[config.mk]
export PLATFORM = sky130hd
export DESIGN_NAME = msc_seq
export DESIGN_NICKNAME = d
export VERILOG_FILES = /design/src/rtl/msc_pkg.sv /design/src/rtl/msc_seq.sv
export SDC_FILE = /design/constraint.sdc
export NUM_CORES = 1
export LEC_CHECK = 0
export ABC_AREA = 0
export BUFFER_PORTS_ARGS = -buffer_cell sky130_fd_sc_hd__buf_4
export CORE_AREA = 2 2 279 281
export DETAILED_ROUTE_END_ITERATION = 8
export DIE_AREA = 0 0 281 283
export SLEW_MARGIN = 30
export SYNTH_ARGS = -nofsm -noshare
export SYNTH_HDL_FRONTEND = slang
export SYNTH_SLANG_ARGS = --single-unit
[constraint.sdc]
create_clock -name clk -period 5.75 [get_ports clk]
set_input_delay 1.15 -clock clk [delete_from_list [all_inputs] [get_ports clk]]
set_output_delay 1.15 -clock clk [all_outputs]
set_load 0.02 [all_outputs]
[src/rtl/msc_pkg.sv]
package msc_pkg;

    localparam int SAMPLE_WIDTH_DEF = 16;
    localparam int COORD_WIDTH_DEF  = 32;
    localparam int CSIZE_WIDTH      = 31;
    localparam int MU_WIDTH         = 16;
    localparam int MAX_PRIMS        = 4;

    localparam logic [15:0] ISO_RESET  = 16'd0;
    localparam logic [30:0] SIZE_RESET = 31'd65536;

    // register indexes
    localparam logic [0:0] REG_ISO  = 1'b0;
    localparam logic [0:0] REG_SIZE = 1'b1;

    localparam logic KIND_TRI = 1'b0;
    localparam logic KIND_SEG = 1'b1;

    // point codes: 0..3 corners, 4..7 crossings on edges 01,12,23,30
    typedef logic [2:0] pt_code_t;
    localparam pt_code_t P_C0 = 3'd0;
    localparam pt_code_t P_C1 = 3'd1;
    localparam pt_code_t P_C2 = 3'd2;
    localparam pt_code_t P_C3 = 3'd3;
    localparam pt_code_t P_E01 = 3'd4;
    localparam pt_code_t P_E12 = 3'd5;
    localparam pt_code_t P_E23 = 3'd6;
    localparam pt_code_t P_E30 = 3'd7;

    typedef struct packed {
        logic     kind;
        pt_code_t pa;
        pt_code_t pb;
        pt_code_t pc;
    } prim_t;

    typedef struct packed {
        logic [2:0] count;
        prim_t [MAX_PRIMS-1:0] prims;
    } case_ent_t;

    function automatic prim_t tri_p(input pt_code_t a, input pt_code_t b, input pt_code_t c);
        tri_p = '{kind: KIND_TRI, pa: a, pb: b, pc: c};
    endfunction

    function automatic prim_t seg_p(input pt_code_t a, input pt_code_t b);
        seg_p = '{kind: KIND_SEG, pa: a, pb: b, pc: P_C0};
    endfunction

    // fixed triangle fan and contour table, entry k at prims[k]
    function automatic case_ent_t case_lookup(input logic [3:0] m);
        case_ent_t e;
        e = '0;
        case (m)
            4'd1: begin
                e.count = 3'd2;
                e.prims[0] = tri_p(P_C0, P_E01, P_E30);
                e.prims[1] = seg_p(P_E01, P_E30);
            end
            4'd2: begin
                e.count = 3'd2;
                e.prims[0] = tri_p(P_E01, P_C1, P_E12);
                e.prims[1] = seg_p(P_E01, P_E12);
            end
            4'd3: begin
                e.count = 3'd3;
                e.prims[0] = tri_p(P_C0, P_C1, P_E30);
                e.prims[1] = tri_p(P_E30, P_C1, P_E12);
                e.prims[2] = seg_p(P_E30, P_E12);
            end
            4'd4: begin
                e.count = 3'd2;
                e.prims[0] = tri_p(P_E12, P_C2, P_E23);
                e.prims[1] = seg_p(P_E12, P_E23);
            end
            4'd5: begin
                e.count = 3'd4;
                e.prims[0] = tri_p(P_C0, P_E01, P_E30);
                e.prims[1] = tri_p(P_E12, P_C2, P_E23);
                e.prims[2] = seg_p(P_E01, P_E30);
                e.prims[3] = seg_p(P_E12, P_E23);
            end
            4'd6: begin
                e.count = 3'd3;
                e.prims[0] = tri_p(P_E01, P_C1, P_E23);
                e.prims[1] = tri_p(P_E23, P_C1, P_C2);
                e.prims[2] = seg_p(P_E01, P_E23);
            end
            4'd7: begin
                e.count = 3'd4;
                e.prims[0] = tri_p(P_C0, P_C1, P_E30);
                e.prims[1] = tri_p(P_E30, P_C1, P_E23);
                e.prims[2] = tri_p(P_E23, P_C1, P_C2);
                e.prims[3] = seg_p(P_E30, P_E23);
            end
            4'd8: begin
                e.count = 3'd2;
                e.prims[0] = tri_p(P_E30, P_E23, P_C3);
                e.prims[1] = seg_p(P_E30, P_E23);
            end
            4'd9: begin
                e.count = 3'd3;
                e.prims[0] = tri_p(P_C0, P_E01, P_C3);
                e.prims[1] = tri_p(P_C3, P_E01, P_E23);
                e.prims[2] = seg_p(P_E01, P_E23);
            end
            4'd10: begin
                e.count = 3'd4;
                e.prims[0] = tri_p(P_E01, P_C1, P_E12);
                e.prims[1] = tri_p(P_E30, P_E23, P_C3);
                e.prims[2] = seg_p(P_E01, P_E12);
                e.prims[3] = seg_p(P_E30, P_E23);
            end
            4'd11: begin
                e.count = 3'd4;
                e.prims[0] = tri_p(P_C0, P_C1, P_E12);
                e.prims[1] = tri_p(P_C0, P_E12, P_E23);
                e.prims[2] = tri_p(P_C0, P_E23, P_C3);
                e.prims[3] = seg_p(P_E12, P_E23);
            end
            4'd12: begin
                e.count = 3'd3;
                e.prims[0] = tri_p(P_E30, P_E12, P_C3);
                e.prims[1] = tri_p(P_C3, P_E12, P_C2);
                e.prims[2] = seg_p(P_E30, P_E12);
            end
            4'd13: begin
                e.count = 3'd4;
                e.prims[0] = tri_p(P_C0, P_E01, P_C3);
                e.prims[1] = tri_p(P_C3, P_E01, P_E12);
                e.prims[2] = tri_p(P_C3, P_E12, P_C2);
                e.prims[3] = seg_p(P_E01, P_E12);
            end
            4'd14: begin
                e.count = 3'd4;
                e.prims[0] = tri_p(P_E01, P_C1, P_C2);
                e.prims[1] = tri_p(P_E01, P_C2, P_E30);
                e.prims[2] = tri_p(P_E30, P_C2, P_C3);
                e.prims[3] = seg_p(P_E01, P_E30);
            end
            4'd15: begin
                e.count = 3'd2;
                e.prims[0] = tri_p(P_C0, P_C1, P_C3);
                e.prims[1] = tri_p(P_C3, P_C1, P_C2);
            end
            default: e = '0;
        endcase
        case_lookup = e;
    endfunction

endpackage

[src/rtl/msc_seq.sv]
// Primitive sequencer: holds one computed cell and emits its primitives,
// one per cycle unless stall holds a full output register, through an output register.
module msc_seq #(
    parameter int COORD_WIDTH = msc_pkg::COORD_WIDTH_DEF
) (
    input  logic                   clk,
    input  logic                   rst_n,
    input  logic                   cell_valid,
    output logic                   cell_take,
    input  logic [3:0]             cell_mask,
    input  logic [COORD_WIDTH-1:0] pt_x [8],
    input  logic [COORD_WIDTH-1:0] pt_y [8],
    input  logic                   stall,
    output logic                   valid,
    output logic                   prim_kind,
    output logic [COORD_WIDTH-1:0] ax,
    output logic [COORD_WIDTH-1:0] ay,
    output logic [COORD_WIDTH-1:0] bx,
    output logic [COORD_WIDTH-1:0] by_coord,
    output logic [COORD_WIDTH-1:0] cx,
    output logic [COORD_WIDTH-1:0] cy,
    output logic                   last_prim
);

    msc_pkg::case_ent_t ent;
    msc_pkg::prim_t     pr;
    logic [1:0]         idx_reg, idx_next;
    logic               ovld_reg;
    logic               load;
    logic               is_last;
    logic               has_prims;

    assign ent       = msc_pkg::case_lookup(cell_mask);
    assign pr        = ent.prims[idx_reg];
    assign has_prims = ent.count != 3'd0;
    assign is_last   = ({1'b0, idx_reg} + 3'd1) == ent.count;
    assign load      = cell_valid && (!ovld_reg || !stall);
    // done with this cell after its last primitive loads, or at once if empty
    assign cell_take = cell_valid && (!has_prims || (load && is_last));
    assign idx_next  = cell_take ? 2'd0 : (load ? idx_reg + 2'd1 : idx_reg);

    always_ff @(posedge clk or negedge rst_n)
    begin
        if (!rst_n)
        begin
            idx_reg  <= 2'd0;
            ovld_reg <= 1'b0;
        end
        else
        begin
            idx_reg <= idx_next;
            if (load && has_prims)
                ovld_reg <= 1'b1;
            else if (!stall)
                ovld_reg <= 1'b0;
        end
    end

    // output word register
    always_ff @(posedge clk)
    begin
        if (load && has_prims)
        begin
            prim_kind <= pr.kind;
            ax        <= pt_x[pr.pa];
            ay        <= pt_y[pr.pa];
            bx        <= pt_x[pr.pb];
            by_coord  <= pt_y[pr.pb];
            cx        <= (pr.kind == msc_pkg::KIND_TRI) ? pt_x[pr.pc] : '0;
            cy        <= (pr.kind == msc_pkg::KIND_TRI) ? pt_y[pr.pc] : '0;
            last_prim <= is_last;
        end
    end

    assign valid = ovld_reg;

    a_idx_range: assert property (@(posedge clk) disable iff (!rst_n)
        cell_valid |-> ({1'b0, idx_reg} < ent.count || ent.count == 3'd0))
        else $error("primitive index past case count");
    a_hold: assert property (@(posedge clk) disable iff (!rst_n)
        (ovld_reg && stall) |=> ovld_reg)
        else $error("stalled output word dropped");
    a_take_last: assert property (@(posedge clk) disable iff (!rst_n)
        (cell_take && has_prims) |=> (ovld_reg && last_prim))
        else $error("cell retired without last primitive");

endmodule

# Yosys cells after proc, flatten, opt, wreduce, memory -nomap -nowiden
# Cells that the tools add are included.
[totals]
reg_bits = 197
input_bits = 520
output_inout_bits = 196
word_cells = 82
[classes]
addsub = 2
magnitude_cmp = 4
eq_ne = 17
n_mux = 28
bitwise_logic = 3
n_reduce_logical = 18
[ops]
columns = ["cell", "count"]
rows = [
  ["binary-select mux 32 bit (select 3 bit)", 6],
  ["2-to-1 mux 32 bit", 12],
  ["one-hot mux 20 bit (15 select lines)", 1],
  ["one-hot mux 10 bit (8 select lines)", 1],
  ["one-hot mux 10 bit (4 select lines)", 1],
  ["equality test 4 bit (second input constant)", 8],
  ["binary-select mux 10 bit (select 2 bit)", 1],
  ["equality test 4 x 3 -> 1 bit (second input constant)", 4],
  ["greater-or-equal comparator 4 bit (second input constant)", 3],
  ["inverter 3 -> 4 bit", 3],
  ["2-to-1 mux 10 bit", 1],
  ["one-hot mux 3 bit (3 select lines)", 1],
  ["equality test 4 x 2 -> 1 bit (second input constant)", 2],
  ["OR reduction 2 bit", 4],
  ["OR reduction 6 bit", 1],
  ["OR reduction 5 bit", 1],
  ["equality test 4 x 1 -> 1 bit (second input constant)", 1],
  ["logical AND 1 bit", 4],
  ["2-to-1 mux 2 bit", 2],
  ["OR reduction 4 bit", 1],
  ["adder 2 x 1 -> 3 bit (second input constant)", 1],
  ["equality test 3 bit", 1],
  ["zero test 1 bit", 3],
  ["< comparator 2 x 3 -> 1 bit (second input constant)", 1],
  ["6 further kinds", 8],
]

# Logic depth before layout (Yosys ltp)
# Gate-level depths: netlist (run 1).
[logic_depth]
word_depth = 9
ltp_mapped = 11
mapped_depth_nobuf = 6

# Worst setup path before layout (run 1)
# No wires, ideal clock.
[synth_path]
path_kind = "input -> register"
start = "input cell_mask[0]"
end = "register idx_reg[0]"
setup_time_ps = 99
t_arrival_ps = 7435
t_required_ps = 5651
setup_slack_ps = -1784
path_stages = 8
n_path_buf = 4
path_cell_list = "buf_2 -> buf_2 -> buf_4 -> clkbuf_1 -> nor4_1 -> and3b_1 -> o21ai_0 -> o21ai_1"
[synth_via]
elab_chain_cells = 8
elab_cells_between_ends = 27
classes_between = "eq/ne (16); mux (2); reduce/logical (9)"
[synth_lines]
columns = ["element", "line_no", "rtl"]
rows = [
  ["from (decl)", "msc_seq.sv:10", "input logic [3:0] cell_mask,"],
  ["equality test 4 bit, or another cell as far along", "msc_pkg.sv:54", "case (m)"],
  ["OR reduction 6 bit (no line), or another cell as far along", "-", ""],
  ["one-hot mux 3 bit (3 select lines) *", "msc_pkg.sv:54", ""],
  ["equality test 3 bit or nonzero test 3 bit (tied branches)", "msc_seq.sv:36, msc_seq.sv:35", ""],
  ["logical AND 1 bit or zero test 1 bit (tied branches)", "msc_seq.sv:39", "assign cell_take = cell_valid && (!has_prims || (load && is_last));"],
  ["logical OR 1 bit *", "msc_seq.sv:39", ""],
  ["logical AND 1 bit *", "msc_seq.sv:39", ""],
  ["2-to-1 mux 2 bit or nonzero test 2 bit (tied branches)", "-", ""],
  ["to (signal assigned)", "msc_seq.sv:51", "idx_reg <= idx_next;"],
  ["to (decl)", "msc_seq.sv:27", "logic [1:0] idx_reg, idx_next;"],
]
# Every way passes the cells marked *; elsewhere a longest branch is shown, timed or not.
# A chain may end at the register's enable or synchronous reset.

# Final worst setup path (run 1)
[layout_path]
start = "input cell_mask[1]"
end = "output cell_take"
[layout_via]
elab_chain_cells = 7
elab_cells_between_ends = 25
classes_between = "eq/ne (16); mux (1); reduce/logical (8)"
[layout_lines]
columns = ["element", "line_no", "rtl"]
rows = [
  ["equality test 4 bit, or another cell as far along", "msc_pkg.sv:54", ""],
  ["OR reduction 6 bit (no line), or another cell as far along", "-", ""],
  ["one-hot mux 3 bit (3 select lines) *", "msc_pkg.sv:54", ""],
  ["equality test 3 bit or nonzero test 3 bit (tied branches)", "msc_seq.sv:36, msc_seq.sv:35", ""],
  ["logical AND 1 bit or zero test 1 bit (tied branches)", "msc_seq.sv:39", ""],
  ["logical OR 1 bit *", "msc_seq.sv:39", ""],
  ["logical AND 1 bit *", "msc_seq.sv:39", ""],
  ["to (decl)", "msc_seq.sv:9", "output logic cell_take,"],
]
# Marks and branches as above.

==> results.txt, run 1 <==
----------------------------------------------------
[Floorplan]
  Placement Rows ... just over 100
  Chip width ... 281 µm
  Initial standard-cell utilization of the core ... about a quarter
  Number of I/O pins ... 716
  Die Y ... between 200 and 300 µm
  Placeable core region ... 76700 µm²
  Total Die Area ... approximately 80000 µm²

[STA]
  Slew HR ... 31.4%
  Final critical-path required period ... between 4 and 5 ns
  Worst Skew ... 0.0149 ns
  Fraction of the cycle the final worst path needs ... between 70% and 80%
  Setup TNS ... 0 ns
  Final hold slack ... between 0.4 and 0.5 ns
  RSZ-0062 raised after global routing ... no
  Tightest Pin Transition ... approximately 1.0 ns
  Upper clock frequency limit ... between 0.2 and 0.25 GHz
  Endpoints failing setup ... 0
  Endpoints failing hold ... 0
  Final Max Tran Viols ... 0

[Power]
  Power consumption ... ~11 mW
  Worst supply voltage drop on vdd ... 278 µV
  Cell area power density ... around 420 nW/µm²
  Leakage ... 10.8 nW

[Logic synthesis]
  Sequential cell area fraction in the yosys report ... around 30%
  Simple-Gate Fraction of Synth Area ... 18.7%
  Proportion of synthesized area in mux cells ... about 20%
  Xor and xnor area share after synthesis ... less than 1%
  Fraction of registers with async set or reset after synthesis ... approximately 1.5%
  Main synth FF type ... sky130_fd_sc_hd__edfxtp_1
  Fraction of the mapped netlist area in adder cells ... less than 1%
  Mean post-synth cell area ... 8.99 µm²
  Synthesized flop and latch total ... approximately 200
  Syn Inst Count ... approximately 2100
  Cell Area, Synth ... around 19000 µm²
  EDFF count, synth ... roughly 190
  Net Count, Synth ... around 2700
  Yosys synthesis warning count ... 0
  Synth unique cells ... 73
  Combinational family with the most area after synthesis ... compound AO/OA/AOI/OAI gates
  Area fraction in compound gates after synthesis ... between 20 and 25%

[Worst setup path]
  Cell with the largest stage delay on the worst path ... sky130_fd_sc_hd__buf_4
  Most frequent CP cell ... sky130_fd_sc_hd__buf_4
  Critical path startpoint category ... input port
  Combined buffer and inverter count along the critical path ... 3
  Signal arrival time at the worst endpoint ... 3.06 ns
  Sort of element at the end of the critical path ... primary output
  Kind of cell adding the most delay to the critical path ... compound AO/OA/AOI/OAI gates
  Slowest Stage Delay on Critical Path ... 0.37 ns
  Data required time at the worst endpoint ... roughly 4.6 ns
  Critical Path Fanout Max ... 36
  R2R Setup Slk ... between 1.5 and 2 ns
  Cells along the critical path ... buf_4, inv_1, a21oi_1, o21ai_0, a31o_1, a221oi_1, o21a_1, buf_4
  Classification of the worst setup path ... in -> out

[Clock tree]
  Clock tree buffer depth ... 2
  Cell at the root of the clock tree ... sky130_fd_sc_hd__clkbuf_16
  Max H-tree Level ... 4
  Setup bufs post-CTS ... 0
  Clock Sink Count ... between 150 and 200
  CTS tree ... done
  Insertion delay to the later sink of the worst-skew pair ... roughly 0.5 ns
  Number of buffers added to fix hold violations after cts ... 0
  Clock Pin Slew Worst Setup and Hold Paths ... roughly 0.09 ns
  Quantity of gates resized following cts ... 0
  Total clock buffers created by CTS ... 17

[Global routing]
  Gr usage total ... a little under a quarter
  Grt total ovfl ... 0
  Largest net degree at the start of global routing ... ~110
  Via count of the first global-routing pass ... between 20000 and 25000
  Wire length of the first global-routing pass ... 141000 µm
  Antenna violations before repair ... 14

[Finish]
  Area added between synthesis and finish ... 36.2%
  Footprint of the multi-input gates ... about 12000 µm²
  Final Net Count ... approximately 3200
  Storage element area ... just under 6000 µm²
  Filler cell count ... 7935
  Share of the core filled with cells ... between 30% and 40%
  Post-Layout Cell Count ... 3779
  Ratio of cells with drive above 1 in the final layout ... approximately 33%

[Placed design]
  Buffers on Ports ... about 720
  Number of placed instances, taps included ... ~3700
  GPL Wtd Cong ... just over 0.9
  Detailed placer's ending HPWL ... between 60000 and 70000 µm

[Detailed routing]
  DR vias ... around 21000
  Final antenna-violating net count ... 0
  Drt via density ... ~5.6
  DRC marker count from the first detailed-route iteration ... ~2400
  WL final ... 98200 µm
  Iteration count of the initial detailed-routing pass ... 5
  Routed len/inst ... about 26 µm
  Total DRC errors in the routed layout ... 0

[Status]
  Outcome ... completed

[Job]
  Max capacitance violation total ... 0

[Hold path]
  Tightest Hold Check Type ... in -> async

----------------------------------------------------
power breakdown:
group | internal (mW) | total (mW) | switching (mW)
Clock | 0.584 | 1.33 | 0.743
Sequential | 2.22 | 2.39 | 0.175
Combinational | 2.96 | 7.38 | 4.42
cell usage in the layout (no fill, tap or decap), drive strengths merged, types with 4 or more instances in the layout:
master | netlist | final
o2bb2ai | 4 | 4
diode | 0 | 7
nand3 | 131 | 131
nor2b | 8 | 8
nor2 | 13 | 13
buf | 128 | 776
mux2i | 384 | 384
edfxtp | 194 | 194
and2 | 65 | 65
nand2 | 595 | 595
and3b | 5 | 5
nand2b | 7 | 7
o32ai | 4 | 4
nor3b | 4 | 4
a22oi | 4 | 4
o21ai | 17 | 17
inv | 6 | 12
a221oi | 134 | 134
o22ai | 5 | 5
clkinv | 0 | 7
clkbuf | 96 | 17
nor3 | 4 | 4
o211ai | 4 | 4
a32o | 128 | 128
a21oi | 87 | 87
o2111a | 64 | 64
synth_stat cells (3+ instances only):
master,count,share of area [%]
sky130_fd_sc_hd__o211ai_1,4,0.16
sky130_fd_sc_hd__mux2i_1,384,20
sky130_fd_sc_hd__a221oi_2,66,5.1
sky130_fd_sc_hd__o221ai_2,3,0.23
sky130_fd_sc_hd__o2111a_1,64,3.7
sky130_fd_sc_hd__nor3_1,4,0.10
sky130_fd_sc_hd__a22oi_1,4,0.16
sky130_fd_sc_hd__edfxtp_1,194,30
sky130_fd_sc_hd__nor3b_1,4,0.16
sky130_fd_sc_hd__nand3_1,131,3.4
sky130_fd_sc_hd__buf_12,6,0.62
sky130_fd_sc_hd__clkbuf_4,4,0.16
sky130_fd_sc_hd__a221oi_1,67,3.0
sky130_fd_sc_hd__a21o_1,3,0.12
sky130_fd_sc_hd__nand2_1,595,12
sky130_fd_sc_hd__o21ai_1,11,0.28
sky130_fd_sc_hd__buf_6,6,0.35
sky130_fd_sc_hd__nor2b_1,8,0.26
sky130_fd_sc_hd__o22ai_1,5,0.16
sky130_fd_sc_hd__buf_2,82,2.1
sky130_fd_sc_hd__a32o_1,128,6.6
sky130_fd_sc_hd__a21oi_2,3,0.14
sky130_fd_sc_hd__nand2b_1,7,0.23
sky130_fd_sc_hd__o32a_1,3,0.16
sky130_fd_sc_hd__o21ai_0,5,0.13
sky130_fd_sc_hd__or3_1,3,0.097
sky130_fd_sc_hd__dfrtp_1,3,0.39
sky130_fd_sc_hd__xor2_1,3,0.14
sky130_fd_sc_hd__nor2_1,13,0.25
sky130_fd_sc_hd__inv_1,4,0.078
sky130_fd_sc_hd__and3b_1,5,0.23
sky130_fd_sc_hd__and2_1,64,2.1
sky130_fd_sc_hd__o2bb2ai_1,4,0.18
sky130_fd_sc_hd__buf_4,30,1.2
sky130_fd_sc_hd__buf_1,4,0.078
sky130_fd_sc_hd__a221o_1,3,0.16
sky130_fd_sc_hd__clkbuf_1,92,1.8
sky130_fd_sc_hd__a21oi_1,84,2.2
layer usage:
| layer | global-route usage [%] | share of wire (%) |
|---|---|---|
| met5 | 0 | 0.035 |
| met4 | 11.0 | 4.2 |
| met3 | 5.73 | 10 |
| met2 | 37.4 | 46 |
| met1 | 30.2 | 40 |
metrics by stage:
step | setup slack (ns) | cell area [µm²]
after floorplan | 0.614 | 19300
after global placement | 1.56 | 25600
after detailed placement | 1.46 | 25700
after CTS | 1.56 | 26300
after global routing | 1.36 | 26300
final | 1.54 | 26300
path summary, 6_finish.rpt:
path,startpoint,end,depth (start not counted)
worst max-delay path,cell_mask[1],cell_take,8
worst min-delay path,rst_n,idx_reg[1]$_DFFE_PN0P_,1
worst max register to register,idx_reg[1]$_DFFE_PN0P_,ax[25]$_DFFE_PP_,8
worst min register to register,valid$_DFFE_PN0P_,valid$_DFFE_PN0P_,1
max in group asynchronous,rst_n,valid$_DFFE_PN0P_,1
min in group clk,valid$_DFFE_PN0P_,valid$_DFFE_PN0P_,1
kinds of logic after synthesis:
group	Yosys count
DFF	197
and+or+nand+nor	843
AOI/OAI and AO/OA	487
buffers and inverters	230
xor gates and xnor gates	4
muxes	385
adders and majority gates	2
layout make-up:
class | instances | area share (%)
antenna | 7 | 0.0666
clock buffer | 17 | 1.62
clock inverter | 15 | 0.623
inverter | 6 | 0.0856
multi-input combinational | 1721 | 47.0
sequential | 197 | 22.4
tap | 1040 | 4.95
timing repair buffer | 776 | 23.2
Power figures use the tool's default switching activity.
==> run 2, diff against run 1 <==
--- a/config.mk
+++ b/config.mk
@@ -7,9 +7,9 @@
 export LEC_CHECK = 0
 export ABC_AREA = 0
 export BUFFER_PORTS_ARGS = -buffer_cell sky130_fd_sc_hd__buf_4
-export CORE_AREA = 2 2 279 281
+export CORE_AREA = 2 2 281 283
 export DETAILED_ROUTE_END_ITERATION = 8
-export DIE_AREA = 0 0 281 283
+export DIE_AREA = 0 0 283 285
 export SLEW_MARGIN = 30
 export SYNTH_ARGS = -nofsm -noshare
 export SYNTH_HDL_FRONTEND = slang
==> constraint.sdc (replaced) <==
create_clock -name clk -period 4.4 [get_ports clk]
set_input_delay 0.88 -clock clk [delete_from_list [all_inputs] [get_ports clk]]
set_output_delay 0.88 -clock clk [all_outputs]
set_load 0.02 [all_outputs]
==> run 2 against run 1 <==
Effect of this change:
- clock skew grew 0.011 ns
- sequential share of layout area shrank 0.36 points
- die area grew 1.4%
- final area grew 1.7%
- sequential power grew 33%
- register-to-register slack lost 1.1 ns
- utilization is essentially flat
- flip-flop and latch count is the same
- largest power group unchanged
==> results.txt, run 2 (synthesized netlist as in run 1, its figures left out) <==
----------------------------------------------------
[STA]
  Final critical-path required period ... between 3 and 4 ns
  Upper clock frequency limit ... 0.268 GHz
  Endpoints failing setup ... 0
  Slew HR ... a little over a third
  Fraction of the cycle the final worst path needs ... a little over four fifths
  Endpoints failing hold ... 0
  Final Max Tran Viols ... 0
  Tightest Pin Transition ... about 0.96 ns
  Setup TNS ... 0 ns
  RSZ-0062 raised after global routing ... no
  Worst Skew ... 0.0262 ns

[Placed design]
  Buffers on Ports ... a little over 700
  Detailed placer's ending HPWL ... between 70000 and 80000 µm
  GPL Wtd Cong ... between 0.9 and 1

[Power]
  Proportion of power drawn by flip-flops and latches ... a little over a fifth
  Power dissipated by switching net loads ... roughly 7.1 mW
  Design internal power ... between 7 and 8 mW
  Power share of the combinational group ... approximately two thirds
  Switching power share of the total ... roughly half
  Worst supply voltage drop on vdd ... roughly 270 µV
  Cell area power density ... ~550 nW/µm²
  Leakage ... roughly 11 nW
  Portion of total power attributed to the clock network ... a little under an eighth

[Detailed routing]
  Final antenna-violating net count ... 0
  Drt via density ... between 5 and 6
  DR vias ... around 22000
  Total DRC errors in the routed layout ... 0
  Routed len/inst ... around 26 µm
  Iteration count of the initial detailed-routing pass ... 7
  WL final ... just under 100000 µm
  DRC marker count from the first detailed-route iteration ... just over 2000

[Clock tree]
  Clock tree buffer depth ... 2
  Setup bufs post-CTS ... 0
  Clock Pin Slew Worst Setup and Hold Paths ... 0.08 ns
  Quantity of gates resized following cts ... 0
  Total clock buffers created by CTS ... 17
  Clock Sink Count ... approximately 200
  Number of buffers added to fix hold violations after cts ... 0
  Insertion delay to the later sink of the worst-skew pair ... between 0.5 and 0.6 ns
  Max H-tree Level ... 4
  Cell at the root of the clock tree ... sky130_fd_sc_hd__clkbuf_16
  CTS tree ... done

[Finish]
  Most frequent cells in the layout ... sky130_fd_sc_hd__buf_4 (761), sky130_fd_sc_hd__nand2_1 (594), sky130_fd_sc_hd__mux2i_1 (384)
  Area added between synthesis and finish ... 38.4%
  Final Net Count ... 3266
  Most common library cell in the layout ignoring fill and taps ... sky130_fd_sc_hd__buf_4
  Ratio of cells with drive above 1 in the final layout ... between 30% and 40%
  Share of the core filled with cells ... ~34%

[Floorplan]
  Number of I/O pins ... approximately 720
  Total Die Area ... 80700 µm²
  Chip width ... roughly 280 µm
  Die Y ... between 200 and 300 µm
  Placeable core region ... a little under 80000 µm²
  Placement Rows ... approximately 100
  Initial standard-cell utilization of the core ... between 20 and 25%

[Hold path]
  Tightest Hold Check Type ... in -> async

[Global routing]
  Antenna violations before repair ... 7
  Wire length of the first global-routing pass ... between 100000 and 150000 µm
  Largest net degree at the start of global routing ... 91
  Via count of the first global-routing pass ... slightly above 20000
  Gr usage total ... between 20% and 30%
  Grt total ovfl ... 0

[Worst setup path]
  Sort of element at the end of the critical path ... primary output
  Startpoint of the most critical register-to-register path ... idx_reg[0]$_DFFE_PN0P_
  Critical Path Fanout Max ... 27
  Signal arrival time at the worst endpoint ... ~2.9 ns
  Classification of the worst setup path ... reg -> out
  Cell count of the worst reg-to-reg path ... 8
  Crit Reg-Reg Endpoint ... ax[28]$_DFFE_PP_
  R2R Setup Slk ... 0.87 ns
  Critical path startpoint category ... flop
  Data required time at the worst endpoint ... 3.52 ns

[Job]
  Max capacitance violation total ... 0

[Status]
  Outcome ... completed

----------------------------------------------------
==> run 2: cell count changes in the layout (fill, tap and decap cells not counted), sizes merged <==
| cell | delta |
|---|---|
| inv | +1 |
| diode | -3 |
| clkinvlp | -1 |
| buf | +26 |
==> run 2: worst max-delay path: stages (launching register included) <==
cell                       delay (ns)
sky130_fd_sc_hd__dfrtp_1         0.98
sky130_fd_sc_hd__nor2b_1         0.43
sky130_fd_sc_hd__nand3_1         0.14
sky130_fd_sc_hd__a31o_1          0.26
sky130_fd_sc_hd__a221oi_1        0.24
sky130_fd_sc_hd__o21a_1          0.16
sky130_fd_sc_hd__buf_4           0.14
==> run 2: how the worst max path moves through the flow <==
stage	start	to	slack, ns
6_report	idx_reg[0]$_DFFE_PN0P_	cell_take	0.67
5_1_grt	idx_reg[0]$_DFFE_PN0P_	cell_take	0.41
4_1_cts	idx_reg[0]$_DFFE_PN0P_	cell_take	0.59
3_5_place_dp	cell_mask[3]	ax[15]$_DFFE_PP_	0.63
3_3_place_gp	cell_mask[3]	ax[9]$_DFFE_PP_	0.72
2_1_floorplan	cell_mask[0]	idx_reg[0]$_DFFE_PN0P_	0.30
==> run 2: per-layer routing <==
layer	global-route usage [%]	share of wire [%]	up-vias
li1	-	-	9425
met3	5.54	9.6	248
met1	29.2	40	10467
met5	0	0.023	-
met4	10.4	4.4	4
met2	36.7	46	1446
==> run 2: area by class of cell <==
cell class	instances	area (µm²)
Inverter	6	22.5
Timing Repair Buffer	802	6530
Sequential cell	197	5900
Clock buffer	17	425
Antenna cell	4	10.0
Tap cell	1050	1310
Fill cell	8131	51200
Clock inverter	15	163
Multi-Input combinational cell	1721	12400
==> run 2: per-stage QoR <==
stage	power (mW)	setup slack, ns	area, µm²	std cells	hold slack (ns)
after floorplan	9.40	0.303	19300	2148	0.584
after global placement	12.9	0.720	26100	3776	0.557
after detailed placement	13.0	0.632	26100	3776	0.558
after CTS	14.8	0.593	26700	3808	0.120
after global routing	15.5	0.412	26700	3810	0.133
final	14.8	0.670	26700	3812	0.165
==> run 2: power by group through the flow <==
| stage | logic [mW] | clock network, mW | registers (mW) |
|---|---|---|---|
| global placement | 9.71 | 0 | 3.20 |
| floorplan | 5.70 | 0 | 3.70 |
| finish | 9.94 | 1.74 | 3.17 |
| global route | 10.5 | 1.83 | 3.21 |
| detailed placement | 9.77 | 0 | 3.20 |
| CTS | 9.81 | 1.78 | 3.17 |
